$ cat src/sv/mrmt_pkg.sv
// Shared types, constants and helper functions of the motion region menu trigger.
package mrmt_pkg;

    // Frame geometry
    localparam int FRAME_PIXELS = 6144;
    localparam int ROW_STRIDE   = 64;
    localparam int REGION_SIDE  = 4;
    localparam int NUM_REGIONS  = 3;
    localparam int NUM_SLOTS    = 3;

    localparam logic [12:0] REGION1_BASE = 13'd276;
    localparam logic [12:0] REGION2_BASE = 13'd286;
    localparam logic [12:0] REGION3_BASE = 13'd296;

    // Field widths
    localparam int IDX_W   = 13;
    localparam int PIX_W   = 8;
    localparam int FRAME_W = 16;
    localparam int SUM_W   = 12;
    localparam int AVG_W   = 16;
    localparam int MODE_W  = 2;
    localparam int CFG_IDX_W  = 3;
    localparam int CFG_DATA_W = 8;

    localparam logic [SUM_W-1:0] SUM_MAX = {SUM_W{1'b1}};

    // Menu blink: quotient by BLINK_FRAMES via reciprocal multiply (exact for 16-bit)
    localparam int BLINK_FRAMES = 10;
    localparam int BLINK_SHIFT  = 19;
    localparam logic [16:0] BLINK_RECIP = 17'((2**BLINK_SHIFT + BLINK_FRAMES - 1) / BLINK_FRAMES);

    // Application modes
    localparam logic [MODE_W-1:0] MODE_MENU    = 2'd0;
    localparam logic [MODE_W-1:0] MODE_LOOPER  = 2'd1;
    localparam logic [MODE_W-1:0] MODE_PAINTER = 2'd2;
    localparam logic [MODE_W-1:0] MODE_DIFF    = 2'd3;

    // Region select codes in the slot registers
    localparam logic [1:0] SEL_REGION1 = 2'd1;
    localparam logic [1:0] SEL_REGION2 = 2'd2;
    localparam logic [1:0] SEL_REGION3 = 2'd3;

    // Configuration register indexes
    localparam logic [CFG_IDX_W-1:0] CFG_SLOT1_REGION = 3'd0;
    localparam logic [CFG_IDX_W-1:0] CFG_SLOT2_REGION = 3'd1;
    localparam logic [CFG_IDX_W-1:0] CFG_SLOT3_REGION = 3'd2;
    localparam logic [CFG_IDX_W-1:0] CFG_THRESHOLD    = 3'd3;
    localparam logic [CFG_IDX_W-1:0] CFG_INIT_FRAMES  = 3'd4;

    // Configuration reset values
    localparam logic [1:0] RST_SLOT1_REGION = SEL_REGION1;
    localparam logic [1:0] RST_SLOT2_REGION = SEL_REGION2;
    localparam logic [1:0] RST_SLOT3_REGION = SEL_REGION3;
    localparam logic [7:0] RST_THRESHOLD    = 8'd50;
    localparam logic [7:0] RST_INIT_FRAMES  = 8'd10;

    // Queue between front and back
    localparam int QUEUE_DEPTH = 4;
    localparam int QUEUE_PTR_W = $clog2(QUEUE_DEPTH);

    typedef struct packed {
        logic               cmd;
        logic [IDX_W-1:0]   pixel_index;
        logic [PIX_W-1:0]   pixel_value;
        logic               frame_end;
        logic [FRAME_W-1:0] frame_number;
    } in_item_t;

    typedef struct packed {
        logic [MODE_W-1:0] app_mode;
        logic              entered_app;
        logic              overlay_select;
    } out_item_t;

    typedef struct packed {
        logic [NUM_SLOTS-1:0][1:0] slot_region;
        logic [7:0]                trigger_threshold;
        logic [7:0]                init_frames;
    } cfg_t;

    // One frame-end or return event handed from front to back
    typedef struct packed {
        logic                             is_return;
        logic [NUM_REGIONS-1:0][SUM_W-1:0] region_sum;
        logic [FRAME_W-1:0]               frame_number;
        logic                             blink;
    } event_t;

    function automatic logic [IDX_W-1:0] region_base(input int r);
        logic [IDX_W-1:0] b;
        unique case (r)
            1:       b = REGION2_BASE;
            2:       b = REGION3_BASE;
            default: b = REGION1_BASE;
        endcase
        return b;
    endfunction

    // True when idx lies in the 4x4 block whose top-left pixel is base
    function automatic logic in_region(input logic [IDX_W-1:0] idx,
                                       input logic [IDX_W-1:0] base);
        logic [31:0] off;
        logic        hit;
        off = 32'(idx) - 32'(base);
        hit = 1'b0;
        if (idx >= base) begin
            for (int row = 0; row < REGION_SIDE; row++) begin
                if (off >= 32'(row * ROW_STRIDE) &&
                    off < 32'(row * ROW_STRIDE + REGION_SIDE))
                begin
                    hit = 1'b1;
                end
            end
        end
        return hit;
    endfunction

endpackage

$ cat src/sv/mrmt_front.sv
// Front part: accepts pixels, accumulates region sums and emits frame-end and return events.
module mrmt_front (
    input  logic                clk,
    input  logic                rst_n,
    input  logic                accept,
    input  mrmt_pkg::in_item_t  item,
    output logic                push,
    output mrmt_pkg::event_t    push_data
);

    logic [mrmt_pkg::NUM_REGIONS-1:0][mrmt_pkg::SUM_W-1:0] sum_reg;
    logic [mrmt_pkg::NUM_REGIONS-1:0][mrmt_pkg::SUM_W-1:0] sum_next;
    logic [mrmt_pkg::NUM_REGIONS-1:0][mrmt_pkg::SUM_W-1:0] sum_added;
    logic [32:0] blink_prod;
    logic        idx_ok;

    assign idx_ok = 32'(item.pixel_index) < 32'(mrmt_pkg::FRAME_PIXELS);

    always_comb
    begin
        for (int r = 0; r < mrmt_pkg::NUM_REGIONS; r++) begin
            logic [mrmt_pkg::SUM_W:0] s;
            s = {1'b0, sum_reg[r]} + (mrmt_pkg::SUM_W+1)'(item.pixel_value);
            if (idx_ok && mrmt_pkg::in_region(item.pixel_index, mrmt_pkg::region_base(r)))
            begin
                sum_added[r] = s[mrmt_pkg::SUM_W] ? mrmt_pkg::SUM_MAX
                                                  : s[mrmt_pkg::SUM_W-1:0];
            end
            else
            begin
                sum_added[r] = sum_reg[r];
            end
        end
    end

    // Menu blink: bit 0 of frame_number / BLINK_FRAMES, inverted
    assign blink_prod = 33'(item.frame_number) * 33'(mrmt_pkg::BLINK_RECIP);

    assign push = accept && (item.cmd || item.frame_end);

    always_comb
    begin
        push_data.is_return    = item.cmd;
        push_data.region_sum   = sum_added;
        push_data.frame_number = item.frame_number;
        push_data.blink        = ~blink_prod[mrmt_pkg::BLINK_SHIFT];
    end

    always_comb
    begin
        sum_next = sum_reg;
        if (accept) begin
            if (item.cmd || item.frame_end) begin
                sum_next = '0;
            end
            else
            begin
                sum_next = sum_added;
            end
        end
    end

    always_ff @(posedge clk or negedge rst_n)
    begin
        if (!rst_n) begin
            sum_reg <= '0;
        end
        else
        begin
            sum_reg <= sum_next;
        end
    end

endmodule

$ cat src/sv/mrmt_queue.sv
// Short event queue between the front and back parts.
module mrmt_queue (
    input  logic              clk,
    input  logic              rst_n,
    input  logic              push,
    input  mrmt_pkg::event_t  push_data,
    output logic              full,
    input  logic              pop,
    output mrmt_pkg::event_t  pop_data,
    output logic              empty
);

    mrmt_pkg::event_t                 entry_reg [mrmt_pkg::QUEUE_DEPTH];
    logic [mrmt_pkg::QUEUE_PTR_W-1:0] wr_ptr_reg, wr_ptr_next;
    logic [mrmt_pkg::QUEUE_PTR_W-1:0] rd_ptr_reg, rd_ptr_next;
    logic [mrmt_pkg::QUEUE_PTR_W:0]   count_reg, count_next;

    assign full     = count_reg == (mrmt_pkg::QUEUE_PTR_W+1)'(mrmt_pkg::QUEUE_DEPTH);
    assign empty    = count_reg == '0;
    assign pop_data = entry_reg[rd_ptr_reg];

    always_comb
    begin
        wr_ptr_next = push ? wr_ptr_reg + 1'b1 : wr_ptr_reg;
        rd_ptr_next = pop  ? rd_ptr_reg + 1'b1 : rd_ptr_reg;
        count_next  = count_reg;
        if (push && !pop) begin
            count_next = count_reg + 1'b1;
        end
        else if (pop && !push) begin
            count_next = count_reg - 1'b1;
        end
    end

    always_ff @(posedge clk or negedge rst_n)
    begin
        if (!rst_n) begin
            wr_ptr_reg <= '0;
            rd_ptr_reg <= '0;
            count_reg  <= '0;
        end
        else
        begin
            wr_ptr_reg <= wr_ptr_next;
            rd_ptr_reg <= rd_ptr_next;
            count_reg  <= count_next;
        end
    end

    always_ff @(posedge clk)
    begin
        if (push) begin
            entry_reg[wr_ptr_reg] <= push_data;
        end
    end

endmodule

$ cat src/sv/mrmt_back.sv
// Back part: slot checks, running averages, mode and the registered result.
module mrmt_back (
    input  logic               clk,
    input  logic               rst_n,
    input  mrmt_pkg::cfg_t     cfg,
    input  logic               empty,
    input  mrmt_pkg::event_t   ev,
    output logic               pop,
    output logic               out_valid,
    input  logic               out_ready,
    output mrmt_pkg::out_item_t out_data
);

    logic [mrmt_pkg::NUM_SLOTS-1:0][mrmt_pkg::AVG_W-1:0] avg_reg, avg_next;
    logic [mrmt_pkg::MODE_W-1:0]   mode_reg, mode_next;
    logic                          out_valid_reg;
    mrmt_pkg::out_item_t           out_data_reg;
    mrmt_pkg::out_item_t           result;

    logic [mrmt_pkg::NUM_SLOTS-1:0][mrmt_pkg::AVG_W-1:0] upd_avg;
    logic [mrmt_pkg::NUM_SLOTS-1:0]                      trig;
    logic                                                check_en;

    assign pop       = !empty && (!out_valid_reg || out_ready);
    assign out_valid = out_valid_reg;
    assign out_data  = out_data_reg;

    assign check_en = (mode_reg == mrmt_pkg::MODE_MENU) &&
                      (ev.frame_number >= {8'h00, cfg.init_frames});

    // Per-slot check, all slots side by side
    always_comb
    begin
        for (int s = 0; s < mrmt_pkg::NUM_SLOTS; s++) begin
            logic [1:0]                  ri;
            logic [mrmt_pkg::AVG_W-1:0]  mean;
            logic [mrmt_pkg::AVG_W-1:0]  avg;
            logic [mrmt_pkg::AVG_W-1:0]  delta;
            logic [mrmt_pkg::AVG_W:0]    total;
            unique case (cfg.slot_region[s])
                mrmt_pkg::SEL_REGION2: ri = 2'd1;
                mrmt_pkg::SEL_REGION3: ri = 2'd2;
                default:               ri = 2'd0;
            endcase
            mean  = {ev.region_sum[ri], 4'h0};
            avg   = avg_reg[s];
            delta = (mean > avg) ? mean - avg : avg - mean;
            total = {1'b0, avg} + {1'b0, mean};
            if (avg == '0) begin
                trig[s]    = 1'b0;
                upd_avg[s] = mean;
            end
            else
            begin
                trig[s]    = delta > {cfg.trigger_threshold, 8'h00};
                upd_avg[s] = total[mrmt_pkg::AVG_W:1];
            end
        end
    end

    always_comb
    begin
        logic stop;
        avg_next  = avg_reg;
        mode_next = mode_reg;
        result    = '0;
        stop      = 1'b0;
        if (pop) begin
            if (ev.is_return) begin
                avg_next  = '0;
                mode_next = mrmt_pkg::MODE_MENU;
            end
            else if (check_en)
            begin
                // Walk slots in order; the first trigger wins and skips the rest
                for (int s = 0; s < mrmt_pkg::NUM_SLOTS; s++) begin
                    if (!stop) begin
                        if (trig[s]) begin
                            stop               = 1'b1;
                            mode_next          = mrmt_pkg::MODE_W'(s + 1);
                            result.entered_app = 1'b1;
                        end
                        else
                        begin
                            avg_next[s] = upd_avg[s];
                        end
                    end
                end
            end
            result.app_mode       = mode_next;
            result.overlay_select = (mode_next == mrmt_pkg::MODE_MENU) ? ev.blink : 1'b0;
        end
    end

    always_ff @(posedge clk or negedge rst_n)
    begin
        if (!rst_n) begin
            avg_reg       <= '0;
            mode_reg      <= mrmt_pkg::MODE_MENU;
            out_valid_reg <= 1'b0;
        end
        else
        begin
            avg_reg  <= avg_next;
            mode_reg <= mode_next;
            if (pop) begin
                out_valid_reg <= 1'b1;
            end
            else if (out_ready)
            begin
                out_valid_reg <= 1'b0;
            end
        end
    end

    always_ff @(posedge clk)
    begin
        if (pop) begin
            out_data_reg <= result;
        end
    end

endmodule

$ cat src/sv/motion_region_menu_trigger_core.sv
// Top level of the motion region menu trigger: front, event queue, back and config registers.
//
// Channel   Direction  Handshake               Payload
// in        input      in_valid / in_ready     in_data  (cmd, pixel, frame_end, frame_number)
// out       output     out_valid / out_ready   out_data (app_mode, entered_app, overlay_select)
// cfg       input      cfg_valid / cfg_ready   cfg_index, cfg_data
//
// One pixel transfer per clock while in_ready is high. A frame end or return command is
// queued as an event (4 deep) at its input transfer; the back part pops it once its
// output register is free, and the slot checks settle ahead of the output register,
// which holds the result on out until it transfers. in_ready drops only while the
// event queue is full, which needs the output to be stalled. Reset clears sums,
// averages, mode and queue, and loads the register defaults; cfg_ready is always high.
module motion_region_menu_trigger_core (
    input  logic                                clk,
    input  logic                                rst_n,
    input  logic                                in_valid,
    output logic                                in_ready,
    input  mrmt_pkg::in_item_t                  in_data,
    output logic                                out_valid,
    input  logic                                out_ready,
    output mrmt_pkg::out_item_t                 out_data,
    input  logic                                cfg_valid,
    output logic                                cfg_ready,
    input  logic [mrmt_pkg::CFG_IDX_W-1:0]      cfg_index,
    input  logic [mrmt_pkg::CFG_DATA_W-1:0]     cfg_data
);

    mrmt_pkg::cfg_t   cfg_reg, cfg_next;
    mrmt_pkg::event_t push_data;
    mrmt_pkg::event_t pop_data;
    logic             accept;
    logic             push;
    logic             pop;
    logic             full;
    logic             empty;

    // Accept pixels whenever the queue has room for a possible event
    assign in_ready  = !full;
    assign accept    = in_valid && in_ready;
    assign cfg_ready = 1'b1;

    // Register writes; indexes beyond the list are dropped
    always_comb
    begin
        cfg_next = cfg_reg;
        if (cfg_valid) begin
            unique case (cfg_index)
                mrmt_pkg::CFG_SLOT1_REGION: cfg_next.slot_region[0]    = cfg_data[1:0];
                mrmt_pkg::CFG_SLOT2_REGION: cfg_next.slot_region[1]    = cfg_data[1:0];
                mrmt_pkg::CFG_SLOT3_REGION: cfg_next.slot_region[2]    = cfg_data[1:0];
                mrmt_pkg::CFG_THRESHOLD:    cfg_next.trigger_threshold = cfg_data;
                mrmt_pkg::CFG_INIT_FRAMES:  cfg_next.init_frames       = cfg_data;
                default:                    cfg_next = cfg_reg;
            endcase
        end
    end

    always_ff @(posedge clk or negedge rst_n)
    begin
        if (!rst_n) begin
            cfg_reg.slot_region[0]    <= mrmt_pkg::RST_SLOT1_REGION;
            cfg_reg.slot_region[1]    <= mrmt_pkg::RST_SLOT2_REGION;
            cfg_reg.slot_region[2]    <= mrmt_pkg::RST_SLOT3_REGION;
            cfg_reg.trigger_threshold <= mrmt_pkg::RST_THRESHOLD;
            cfg_reg.init_frames       <= mrmt_pkg::RST_INIT_FRAMES;
        end
        else
        begin
            cfg_reg <= cfg_next;
        end
    end

    // Front: accumulate region sums, emit events on frame end and return
    mrmt_front u_front (
        .clk       (clk),
        .rst_n     (rst_n),
        .accept    (accept),
        .item      (in_data),
        .push      (push),
        .push_data (push_data)
    );

    // Hold events until the back part is free
    mrmt_queue u_queue (
        .clk       (clk),
        .rst_n     (rst_n),
        .push      (push),
        .push_data (push_data),
        .full      (full),
        .pop       (pop),
        .pop_data  (pop_data),
        .empty     (empty)
    );

    // Back: slot checks, averages, mode, result register
    mrmt_back u_back (
        .clk       (clk),
        .rst_n     (rst_n),
        .cfg       (cfg_reg),
        .empty     (empty),
        .ev        (pop_data),
        .pop       (pop),
        .out_valid (out_valid),
        .out_ready (out_ready),
        .out_data  (out_data)
    );

endmodule

$ cat config.mk
export PLATFORM = sky130hd
export DESIGN_NAME = motion_region_menu_trigger_core
export DESIGN_NICKNAME = d
export VERILOG_FILES = /design/src/sv/mrmt_pkg.sv /design/src/sv/mrmt_front.sv /design/src/sv/mrmt_queue.sv /design/src/sv/mrmt_back.sv /design/src/sv/motion_region_menu_trigger_core.sv
export SDC_FILE = /design/constraint.sdc
export NUM_CORES = 1
export LEC_CHECK = 0
export BUFFER_PORTS_ARGS = -buffer_cell sky130_fd_sc_hd__buf_4
export CAP_MARGIN = 40
export CELL_PAD_IN_SITES_DETAIL_PLACEMENT = 1
export CELL_PAD_IN_SITES_GLOBAL_PLACEMENT = 1
export CORE_ASPECT_RATIO = 0.7
export CORE_UTILIZATION = 30
export CTS_BUF_LIST = sky130_fd_sc_hd__clkbuf_8
export DETAILED_ROUTE_END_ITERATION = 7
export GPL_TIMING_DRIVEN = 0
export HOLD_SLACK_MARGIN = 0.12
export PLACE_DENSITY = 0.62
export SYNTH_ARGS = -nofsm -noshare
export SYNTH_HDL_FRONTEND = slang
export SYNTH_SLANG_ARGS = --single-unit
$ cat constraint.sdc
create_clock -name clk -period 11.3 [get_ports clk]
set_input_delay 1.695 -clock clk [delete_from_list [all_inputs] [get_ports clk]]
set_output_delay 1.695 -clock clk [all_outputs]
set_load 0.02 [all_outputs]
# [Yosys cells after proc, flatten, opt, wreduce, memory -nomap -nowiden]
# Memories as Yosys holds them, arrays and structs flattened.
# Cells that the tools add are included.
[totals] ff_bits=120 ramBits=216 input_bits=55 output_inout_bits=7 word_cells=217 mem_count=1
[classes] addsub=19 multipliers=1 magnitude_cmp=38 eq_ne=16 n_mux=74 bitwise=2 n_reduce_logical=47
[memory_table] name="u_queue.entry_reg" words=4 width=54 read_ports=1 rd_ports_with_merged_regs=0 wr=1 line="mrmt_queue.sv:13" rtl="mrmt_pkg::event_t entry_reg [mrmt_pkg::QUEUE_DEPTH];"
[ops] cell="$ge 32x8->1 const B" n=6
[ops] cell="$lt 32x8->1 const B" n=6
[ops] cell="$mux 16" n=11
[ops] cell="$mux 12" n=9
[ops] cell="$ge 32x1->1 const B" n=3
[ops] cell="$ge 32x7->1 const B" n=3
[ops] cell="$gt 16x16->1" n=6
[ops] cell="$lt 32x3->1 const B" n=3
[ops] cell="$lt 32x7->1 const B" n=3
[ops] cell="$mux 48" n=2
[ops] cell="$sub 16x16->16" n=6
[ops] cell="$bmux 12 s2" n=3
[ops] cell="$add 16x16->17" n=3
[ops] cell="$logic_not 16->1" n=3
[ops] cell="$sub 13x9->14 const B" n=3
[ops] cell="$add 12x8->13" n=3
[ops] cell="$ge 13x9->1 const B" n=3
[ops] cell="$mux 36" n=1
[ops] cell="$mux 1" n=35
[ops] cell="$logic_and 1x1->1" n=21
[ops] cell="$mul 16x16->20 const B" n=1
[ops] cell="$ge 16x8->1" n=1
[ops] cell="$mux 2" n=8
[ops] cell="$lt 13x13->1 const B" n=1
[ops] cell="other kinds (21)" n=53

# [Longest topological paths before layout]
# Gate-level depths: netlist of run 1.
[logic_depth] word_depth=21 mapped_depth=31 depth_no_buf=25

# [Hierarchy]
# From an unflattened synthesis of run 1, not the netlist that was laid out.
[hier_totals] hier_cells=2280 hier_area_um2=24471.0
[modules_own_cells] module="mrmt_back" n_inst=1 cells_per_inst=1144 area_per_inst_um2=8794.7 seq_area_each_um2=1396.3
[modules_own_cells] module="mrmt_queue" n_inst=1 cells_per_inst=316 area_per_inst_um2=8186.6 seq_area_each_um2=6661.4
[modules_own_cells] module="mrmt_front" n_inst=1 cells_per_inst=766 area_per_inst_um2=6546.3 seq_area_each_um2=900.9
[modules_own_cells] module="motion_region_menu_trigger_core" n_inst=1 cells_per_inst=54 area_per_inst_um2=943.4 seq_area_each_um2=561.8

# [Least setup slack after synthesis of run 1]
# OpenSTA, ideal clock, no wires.
[synth_timing] path_type="flip-flop to flip-flop" from="register u_queue.rd_ptr_reg[0] (netlist name)" to="register u_back.avg_reg[41] (netlist name)" setup_time_ps=121 t_arrival_ps=6492 t_required_ps=11179 setup_slack_ps=4688 stages_incl_launch_ff=29 n_path_buf=4 synth_period_minus_slack_ps=6612 cell_sequence="dfrtp_1 clkbuf_1 buf_1 mux4_2 mux2i_1 nand2_1 o21ai_0 ha_1 a21o_1 a311o_1 a21oi_1 a21oi_4 o311a_1 o31ai_1 a21oi_1 o21ai_0 xnor2_1 ha_1 nand4_1 nor4_1 nand4_1 nor2_1 mux2i_1 a21boi_1 a21oi_4 a311o_1 buf_6 buf_6 a22o_1"
[synth_via] elab_chain_len=17 word_cells_on_any_way=46 classes_between="add/sub (7); order compare (7); eq/ne (2); mux (26); reduce/logical (3); memory (1)"
[synth_lines] element="from (decl)" line="mrmt_queue.sv:15" rtl="logic [mrmt_pkg::QUEUE_PTR_W-1:0] rd_ptr_reg, rd_ptr_next;"
[synth_lines] element="from (signal assigned)" line="mrmt_queue.sv:45" rtl="rd_ptr_reg <= rd_ptr_next;"
[synth_lines] element="$mem_v2 4x54 *"
[synth_lines] element="$bmux 12 s2" line="mrmt_back.sv:45" rtl="mean = {ev.region_sum[ri], 4'h0};"
[synth_lines] element="$mux 12 (not written as such)" line="mrmt_back.sv:45"
[synth_lines] element="$sub 16x16->16 or $gt 16x16->1 (tied branches)" line="mrmt_back.sv:47" rtl="delta = (mean > avg) ? mean - avg : avg - mean;"
[synth_lines] element="$mux 16" line="mrmt_back.sv:47"
[synth_lines] element="$gt 16x16->1" line="mrmt_back.sv:55" rtl="trig[s] = delta > {cfg.trigger_threshold, 8'h00};"
[synth_lines] element="$mux 1" line="mrmt_back.sv:49" rtl="if (avg == '0) begin"
[synth_lines] element="$mux 1" line="mrmt_back.sv:78" rtl="if (trig[s]) begin"
[synth_lines] element="$mux 1" line="mrmt_back.sv:73" rtl="else if (check_en)"
[synth_lines] element="$mux 1" line="mrmt_back.sv:69" rtl="if (ev.is_return) begin"
[synth_lines] element="$mux 1" line="mrmt_back.sv:68" rtl="if (pop) begin"
[synth_lines] element="$mux 1" line="mrmt_back.sv:77" rtl="if (!stop) begin"
[synth_lines] element="$mux 1" line="mrmt_back.sv:73"
[synth_lines] element="$mux 1" line="mrmt_back.sv:69"
[synth_lines] element="$mux 1" line="mrmt_back.sv:68"
[synth_lines] element="$ne 2x2->1 (no source line)"
[synth_lines] element="$reduce_and 4->1 (no source line)"
[synth_lines] element="to (signal assigned)" line="mrmt_back.sv:104" rtl="avg_reg <= avg_next;"
[synth_lines] element="to (decl)" line="mrmt_back.sv:14" rtl="logic [mrmt_pkg::NUM_SLOTS-1:0][mrmt_pkg::AVG_W-1:0] avg_reg, avg_next;"
# Every way passes the cells marked *; elsewhere a longest branch is shown, timed or not. The select of a mux whose other input is x is not followed.
# A chain may end at the register's enable or synchronous reset.

# [Worst setup path in the final report of run 1]
[layout_timing] from="register u_queue.rd_ptr_reg[1] (netlist name)" to="register u_back.avg_reg[46] (netlist name)"
# Same word-level chain as after synthesis.

==> flow_summary_export.csv, run 1 <==
group,metric,value,unit
run_status,status,"finished, final reports clean",
sta,setup_viol,0,
logic_synthesis,synth.avg_cell_area,10.9,um2
sta,rsz0062_at_grt,"false",
floorplanning,ios,62,
logic_synthesis,seq_area_frac_synth,39.5,%
detailed_routing,wire_per_inst,21.3,um
clocking,numCtsBuffers,57,
place,post_dp_cell_area,0.0261,mm2
detailed_routing,routed_wl,73.3,mm
final_layout,area_delta_synth_final,13.0,%
place,port_buffers,57,
clocking,cts.sinks,336,
global_routing,antenna_found_initial,0,
place,place_inst,3344,
logic_synthesis,async_flop_share,34.5,%
clocking,cts_resized,0,
pwr,ir_drop,0.137,mV
sta,hold_viol_final,0,
place,dp_hpwl,57.6,mm
critical_path,arrival,9.94,ns
global_routing,grt_pass1_vias,18900,
place,gp_congestion,0.892,
critical_path,critPathCaptureType,"flip-flop",
sta,worst_pin_slew,0.909,ns
final_layout,largest_reg_flops,216,
critical_path,crit_family,"compound AO/OA/AOI/OAI gates",
critical_path,required,11.86,ns
detailed_routing,drt_first_iter_violations,1325,
detailed_routing,dr_total_vias,17900,
detailed_routing,drc,0,
floorplanning,die_x,341,um
pwr,powerDensity,317,mW/mm2
critical_path,cp_max_fo,10,
critical_path,crit_type,"flip-flop to flip-flop",
logic_synthesis,synthCells,2218,
clocking,clock_path_buffers,3,
final_layout,nets,2735,
global_routing,grtUsageTotal,18.1,%
final_layout,fin_cells,3449,
critical_path,critPathSlowestCell,"nor3_2",
sta,post-route-min-period,9.38,ns
global_routing,grt.overflow.total,0,
logic_synthesis,synthFlopType,"edfxtp_1",
critical_path,worstSetupStartpointType,"flip-flop",
final_layout,fin_area,0.0272,mm2
detailed_routing,dr.pass1.iters,5,
floorplanning,rows,86,
final_layout,n_antenna_cell,0,
sta,fin_skew,0.0349,ns
global_routing,grt_max_degree,80,
floorplanning,coreArea,0.0791,mm2
clocking,h-tree-depth,2,
clocking,tritoncts,"yes",
hold_path,hold_path_class,"flip-flop to flip-flop",
sta,report.final.slew_viol_count,0,
logic_synthesis,synth_area,0.0241,mm2
global_routing,grt_pass1_wl,113,mm
floorplanning,start_util,30.5,%
floorplanning,die_h,239,um
detailed_routing,vias_per_cell,5.19,
clocking,clk_pin_slew,0.06,ns
final_layout,layout-drive-gt1-share,11.9,%
pwr,p_leak,11.5,nW
final_layout,final_util,34.4,%
sta,slew_headroom,39.4,%
logic_synthesis,synth.distinct_cells,84,
critical_path,critPathBufInv,5,
clocking,clk_latency,0.64,ns
logic_synthesis,synth-edff-count,220,
sta,tns,0,ns
critical_path,cpPeakStageDelay,0.74,ns
floorplanning,die_area,0.0815,mm2
sta,timing.fmax,107,MHz
critical_path,crit_top_cell,"clkbuf_1",
clocking,cts_setup_buffers,0,
job,cap_violations,0,
clocking,cts-root-buf,"clkbuf_8",
logic_synthesis,ys_warn_count,0,
pwr,design_power_total,8.64,mW
detailed_routing,ant_nets,0,
logic_synthesis,synth_seq_cells,336,
logic_synthesis,syn_nets,2604,
sta,period_share,83.0,%
clocking,hold_buffers,0,
stage by stage:
step / hold slack [ns] / setup slack, ns
6_report: 0.500 / 1.92
4_1_cts: 0.504 / 2.02
3_5_place_dp: 0.492 / 2.07
3_3_place_gp: 0.484 / 2.15
2_1_floorplan: 0.464 / 4.69
5_1_grt: 0.521 / 1.32
cell usage after synthesis (7+ instances only):
library cell | n | area (um2)
ha_1 | 267 | 3340
and3_1 | 15 | 93.8
o211ai_1 | 24 | 180
nor2b_1 | 27 | 169
fa_1 | 64 | 1280
o22ai_1 | 8 | 50.1
nand2b_1 | 29 | 181
or4_1 | 7 | 52.6
mux4_2 | 45 | 1010
o21bai_1 | 11 | 82.6
a21oi_1 | 119 | 596
o31ai_1 | 15 | 113
o22a_1 | 10 | 87.6
buf_1 | 11 | 41.3
a31o_2 | 8 | 70.1
nand2_1 | 121 | 454
nor2_1 | 87 | 327
a22o_1 | 29 | 254
a31oi_1 | 21 | 131
a21o_1 | 25 | 188
mux2_2 | 34 | 383
xnor2_1 | 61 | 534
and2_1 | 14 | 87.6
o21a_1 | 23 | 173
clkbuf_1 | 60 | 225
a2111oi_0 | 7 | 61.3
o21ai_0 | 128 | 641
xor2_1 | 26 | 228
nand3_1 | 30 | 150
nor3_1 | 35 | 175
a21boi_0 | 9 | 67.6
edfxtp_1 | 220 | 6610
or3_1 | 13 | 81.3
a211oi_1 | 11 | 82.6
dfstp_2 | 9 | 236
mux2i_1 | 70 | 701
nor4_1 | 18 | 113
nand4_1 | 18 | 113
inv_1 | 265 | 995
dfrtp_1 | 107 | 2680
power breakdown:
| group | internal (mW) | switching [mW] |
|---|---|---|
| Sequential | 1.60 | 0.130 |
| Clock | 0.571 | 0.531 |
| Combinational | 2.29 | 3.52 |
layout by cell type (no fill, tap or decap), types with 27 or more instances in the layout:
cell type,n
nand3_1,30
mux2i_1,70
fa_1,64
inv_1,276
mux4_2,45
nand2_1,121
buf_4,63
a21oi_1,119
a22o_1,29
nor2b_1,27
nand2b_1,29
ha_1,267
nor3_1,35
edfxtp_1,220
nor2_1,87
dfrtp_1,107
clkbuf_1,60
o21ai_0,128
clkbuf_8,61
mux2_2,34
xnor2_1,61
path summary, 6_finish.rpt:
check | startpoint | to | slack [ns] | cells after the start
min in group asynchronous | rst_n | u_front.sum_reg[28] | 0.97 | 1
max in group asynchronous | rst_n | cfg_reg[12] | 9.46 | 2
max | u_queue.rd_ptr_reg[1] | u_back.avg_reg[46] | 1.92 | 25
min reg2reg | u_queue.count_reg[2] | u_queue.count_reg[2] | 0.50 | 1
max reg2reg | u_queue.rd_ptr_reg[1] | u_back.avg_reg[46] | 1.92 | 25
min | u_queue.count_reg[2] | u_queue.count_reg[2] | 0.50 | 1
layer usage:
layer | up-vias | global-route usage, % | wire [um]
met4 | 0 | 3.55 | 1060
met5 | - | 0 | 0
met2 | 390 | 25.9 | 29900
li1 | 8301 | - | -
met1 | 9120 | 28.2 | 38500
met3 | 75 | 3.04 | 3830
final cells by class:
class,count,area (um2)
plain buffers,84,363
clock buffers,61,840
clock inverters,42,278
fillers,8819,51900
inverters,266,998
multi-input cells,1532,13200
flip-flops and latches,336,9520
well taps,1056,1320
repair buffers,72,668
logic make-up after synthesis:
logic type	Yosys count	share of synthesized area, %
other cells	1	0.0156
fa+ha+maj	331	19.2
flops	336	39.5
compound gates	524	14.4
mux	149	8.70
buf+inv	350	5.65
xor+xnor	87	3.16
simple gates	440	9.34
Power figures use the tool's default switching activity.
==> run 2, diff against run 1 <==
Settings changed: PLACE_DENSITY 0.62 to 0.64.
Clock period 11.3 ns to 7.9 ns, I/O delays scaled along.
==> run 2 against run 1 <==
Combinational power rose by 46%; sequential power rose by 44%; setup slack got worse by 1.5 ns; worst hold slack better by 0.0033 ns; first-iteration DRC count fell by 15%; utilization barely moved; cell count barely moved; fmax is 25% higher; wire length fell by 0.54%; critical path depth increased by 2; largest cell class unchanged; highest routed layer is now met5.
==> flow_summary_export.csv, run 2 (synthesis results as in run 1) <==
group,metric,value,unit
run_status,status,"finished, final reports clean",
critical_path,critPathCaptureType,"flip-flop",
floorplanning,ios,62,
hold_path,hold_path_class,"flip-flop to flip-flop",
sta,setup_viol,0,
global_routing,grt_pass1_wl,113,mm
sta,fin_skew,0.0517,ns
global_routing,grt_max_degree,62,
floorplanning,die_area,0.0815,mm2
detailed_routing,dr_total_vias,18000,
sta,report.final.slew_viol_count,0,
final_layout,layout_commonest_cell,"inv_1",
detailed_routing,drt_first_iter_violations,1127,
critical_path,required,8.44,ns
detailed_routing,routed_wl,72.9,mm
critical_path,cp_max_fo,10,
pwr,design_power_total,12.4,mW
clocking,h-tree-depth,2,
sta,period_share,95.3,%
clocking,numCtsBuffers,56,
detailed_routing,drc,0,
sta,post-route-min-period,7.53,ns
detailed_routing,vias_per_cell,5.20,
critical_path,arrival,8.07,ns
final_layout,mostFrequentLayoutCells,"287 x inv_1, 267 x ha_1, 220 x edfxtp_1",
sta,timing.fmax,133,MHz
detailed_routing,dr.pass1.iters,7,
place,place_inst,3347,
final_layout,area_delta_synth_final,13.0,%
pwr,ir_drop,0.179,mV
floorplanning,die_h,239,um
clocking,clk_latency,0.67,ns
critical_path,crit_top_cell,"mux2i_1",
pwr,powerDensity,455,mW/mm2
final_layout,final_util,34.4,%
critical_path,cpPeakStageDelay,0.48,ns
final_layout,fin_cells,3451,
detailed_routing,wire_per_inst,21.1,um
floorplanning,die_x,341,um
clocking,tritoncts,"yes",
sta,hold_viol_final,0,
clocking,cts.sinks,336,
clocking,cts-root-buf,"clkbuf_8",
place,dp_hpwl,57.5,mm
job,cap_violations,0,
critical_path,crit_type,"flip-flop to flip-flop",
floorplanning,start_util,30.5,%
global_routing,grt.overflow.total,0,
critical_path,worstSetupStartpointType,"flip-flop",
final_layout,nets,2733,
final_layout,layout-drive-gt1-share,12.7,%
sta,worst_pin_slew,0.929,ns
clocking,hold_buffers,0,
global_routing,antenna_found_initial,2,
floorplanning,rows,86,
sta,slew_headroom,38.1,%
final_layout,largest_reg_flops,216,
place,port_buffers,57,
pwr,p_leak,11.5,nW
global_routing,grt_pass1_vias,19200,
global_routing,grtUsageTotal,18.0,%
floorplanning,coreArea,0.0791,mm2
clocking,clock_path_buffers,3,
place,gp_congestion,0.884,
clocking,clk_pin_slew,0.06,ns
critical_path,critPathSlowestCell,"dfrtp_2",
detailed_routing,ant_nets,0,
-- run 2: cell types whose count changed in the layout (fill, tap and decap cells not counted), moves of 3 or more --
cell	change
clkbuf_1	-8
inv_1	+11
a21oi_1	-9
o21ai_0	-7
buf_1	-4
clkbuf_2	+5
clkbuf_4	+3
bufinv_16	-3
o21ai_1	+5
a21oi_2	+9
-- run 2: worst paths after layout --
kind | startpoint | to | slack [ns] | depth (start not counted)
max in group asynchronous | rst_n | cfg_reg[20] | 6.54 | 2
worst min register to register | u_queue.count_reg[2] | u_queue.count_reg[2] | 0.50 | 1
min in group asynchronous | rst_n | u_front.sum_reg[24] | 0.54 | 1
worst min-delay path | u_queue.count_reg[2] | u_queue.count_reg[2] | 0.50 | 1
worst max-delay path | u_queue.rd_ptr_reg[1] | u_back.avg_reg[17] | 0.37 | 27
worst max register to register | u_queue.rd_ptr_reg[1] | u_back.avg_reg[17] | 0.37 | 27
-- run 2: routing by layer --
layer / GRT usage, % / up-vias / share of wire, %
li1: - / 8300 / -
met1: 26.7 / 9217 / 50
met2: 26.6 / 352 / 42
met3: 3.56 / 87 / 5.4
met4: 4.38 / 2 / 1.8
met5: 0 / - / 0.018
-- run 2: stage by stage --
step           hold WS [ns]  setup slack, ns    TNS, ns  area [um2]
2_1_floorplan         0.464             1.29          0       24100
3_3_place_gp          0.481            -1.28     -40.60       25800
3_5_place_dp          0.497            -1.17     -44.88       26100
4_1_cts               0.504           0.0406          0       27200
5_1_grt               0.522        -0.000241  -0.000241       27200
6_report              0.503            0.371          0       27200
-- run 2: final cells by class --
class | instances | area, um2
inverter | 266 | 998
sequential | 336 | 9520
multi-input combinational | 1532 | 13300
timing repair buffer | 75 | 689
fill | 8848 | 51900
clock buffer | 60 | 826
antenna | 1 | 2.50
buffer | 80 | 369
tap | 1056 | 1320
clock inverter | 45 | 189
-- run 2: where the power goes --
part	internal (mW)	switching, mW
sequential	2.29	0.198
clock	0.701	0.731
combinational	3.35	5.11
total	6.35	6.04
-- run 2: timing repair --
item,CTS,global route
resized for setup,22,20
pin swaps,0,1
buffers inserted,0,1
endpoints found under the setup margin,54,49
-- run 2: critical path, delay by kind of cell (launching register included) --
family                     cells  cell delay (ns)
buffers and inverters          5             1.53
xor gates and xnor gates       1             0.12
muxes                          6             1.63
and+or+nand+nor                5             1.11
DFF                            1             0.48
AOI/OAI and AO/OA              8             1.82
adders and majority gates      2             0.70
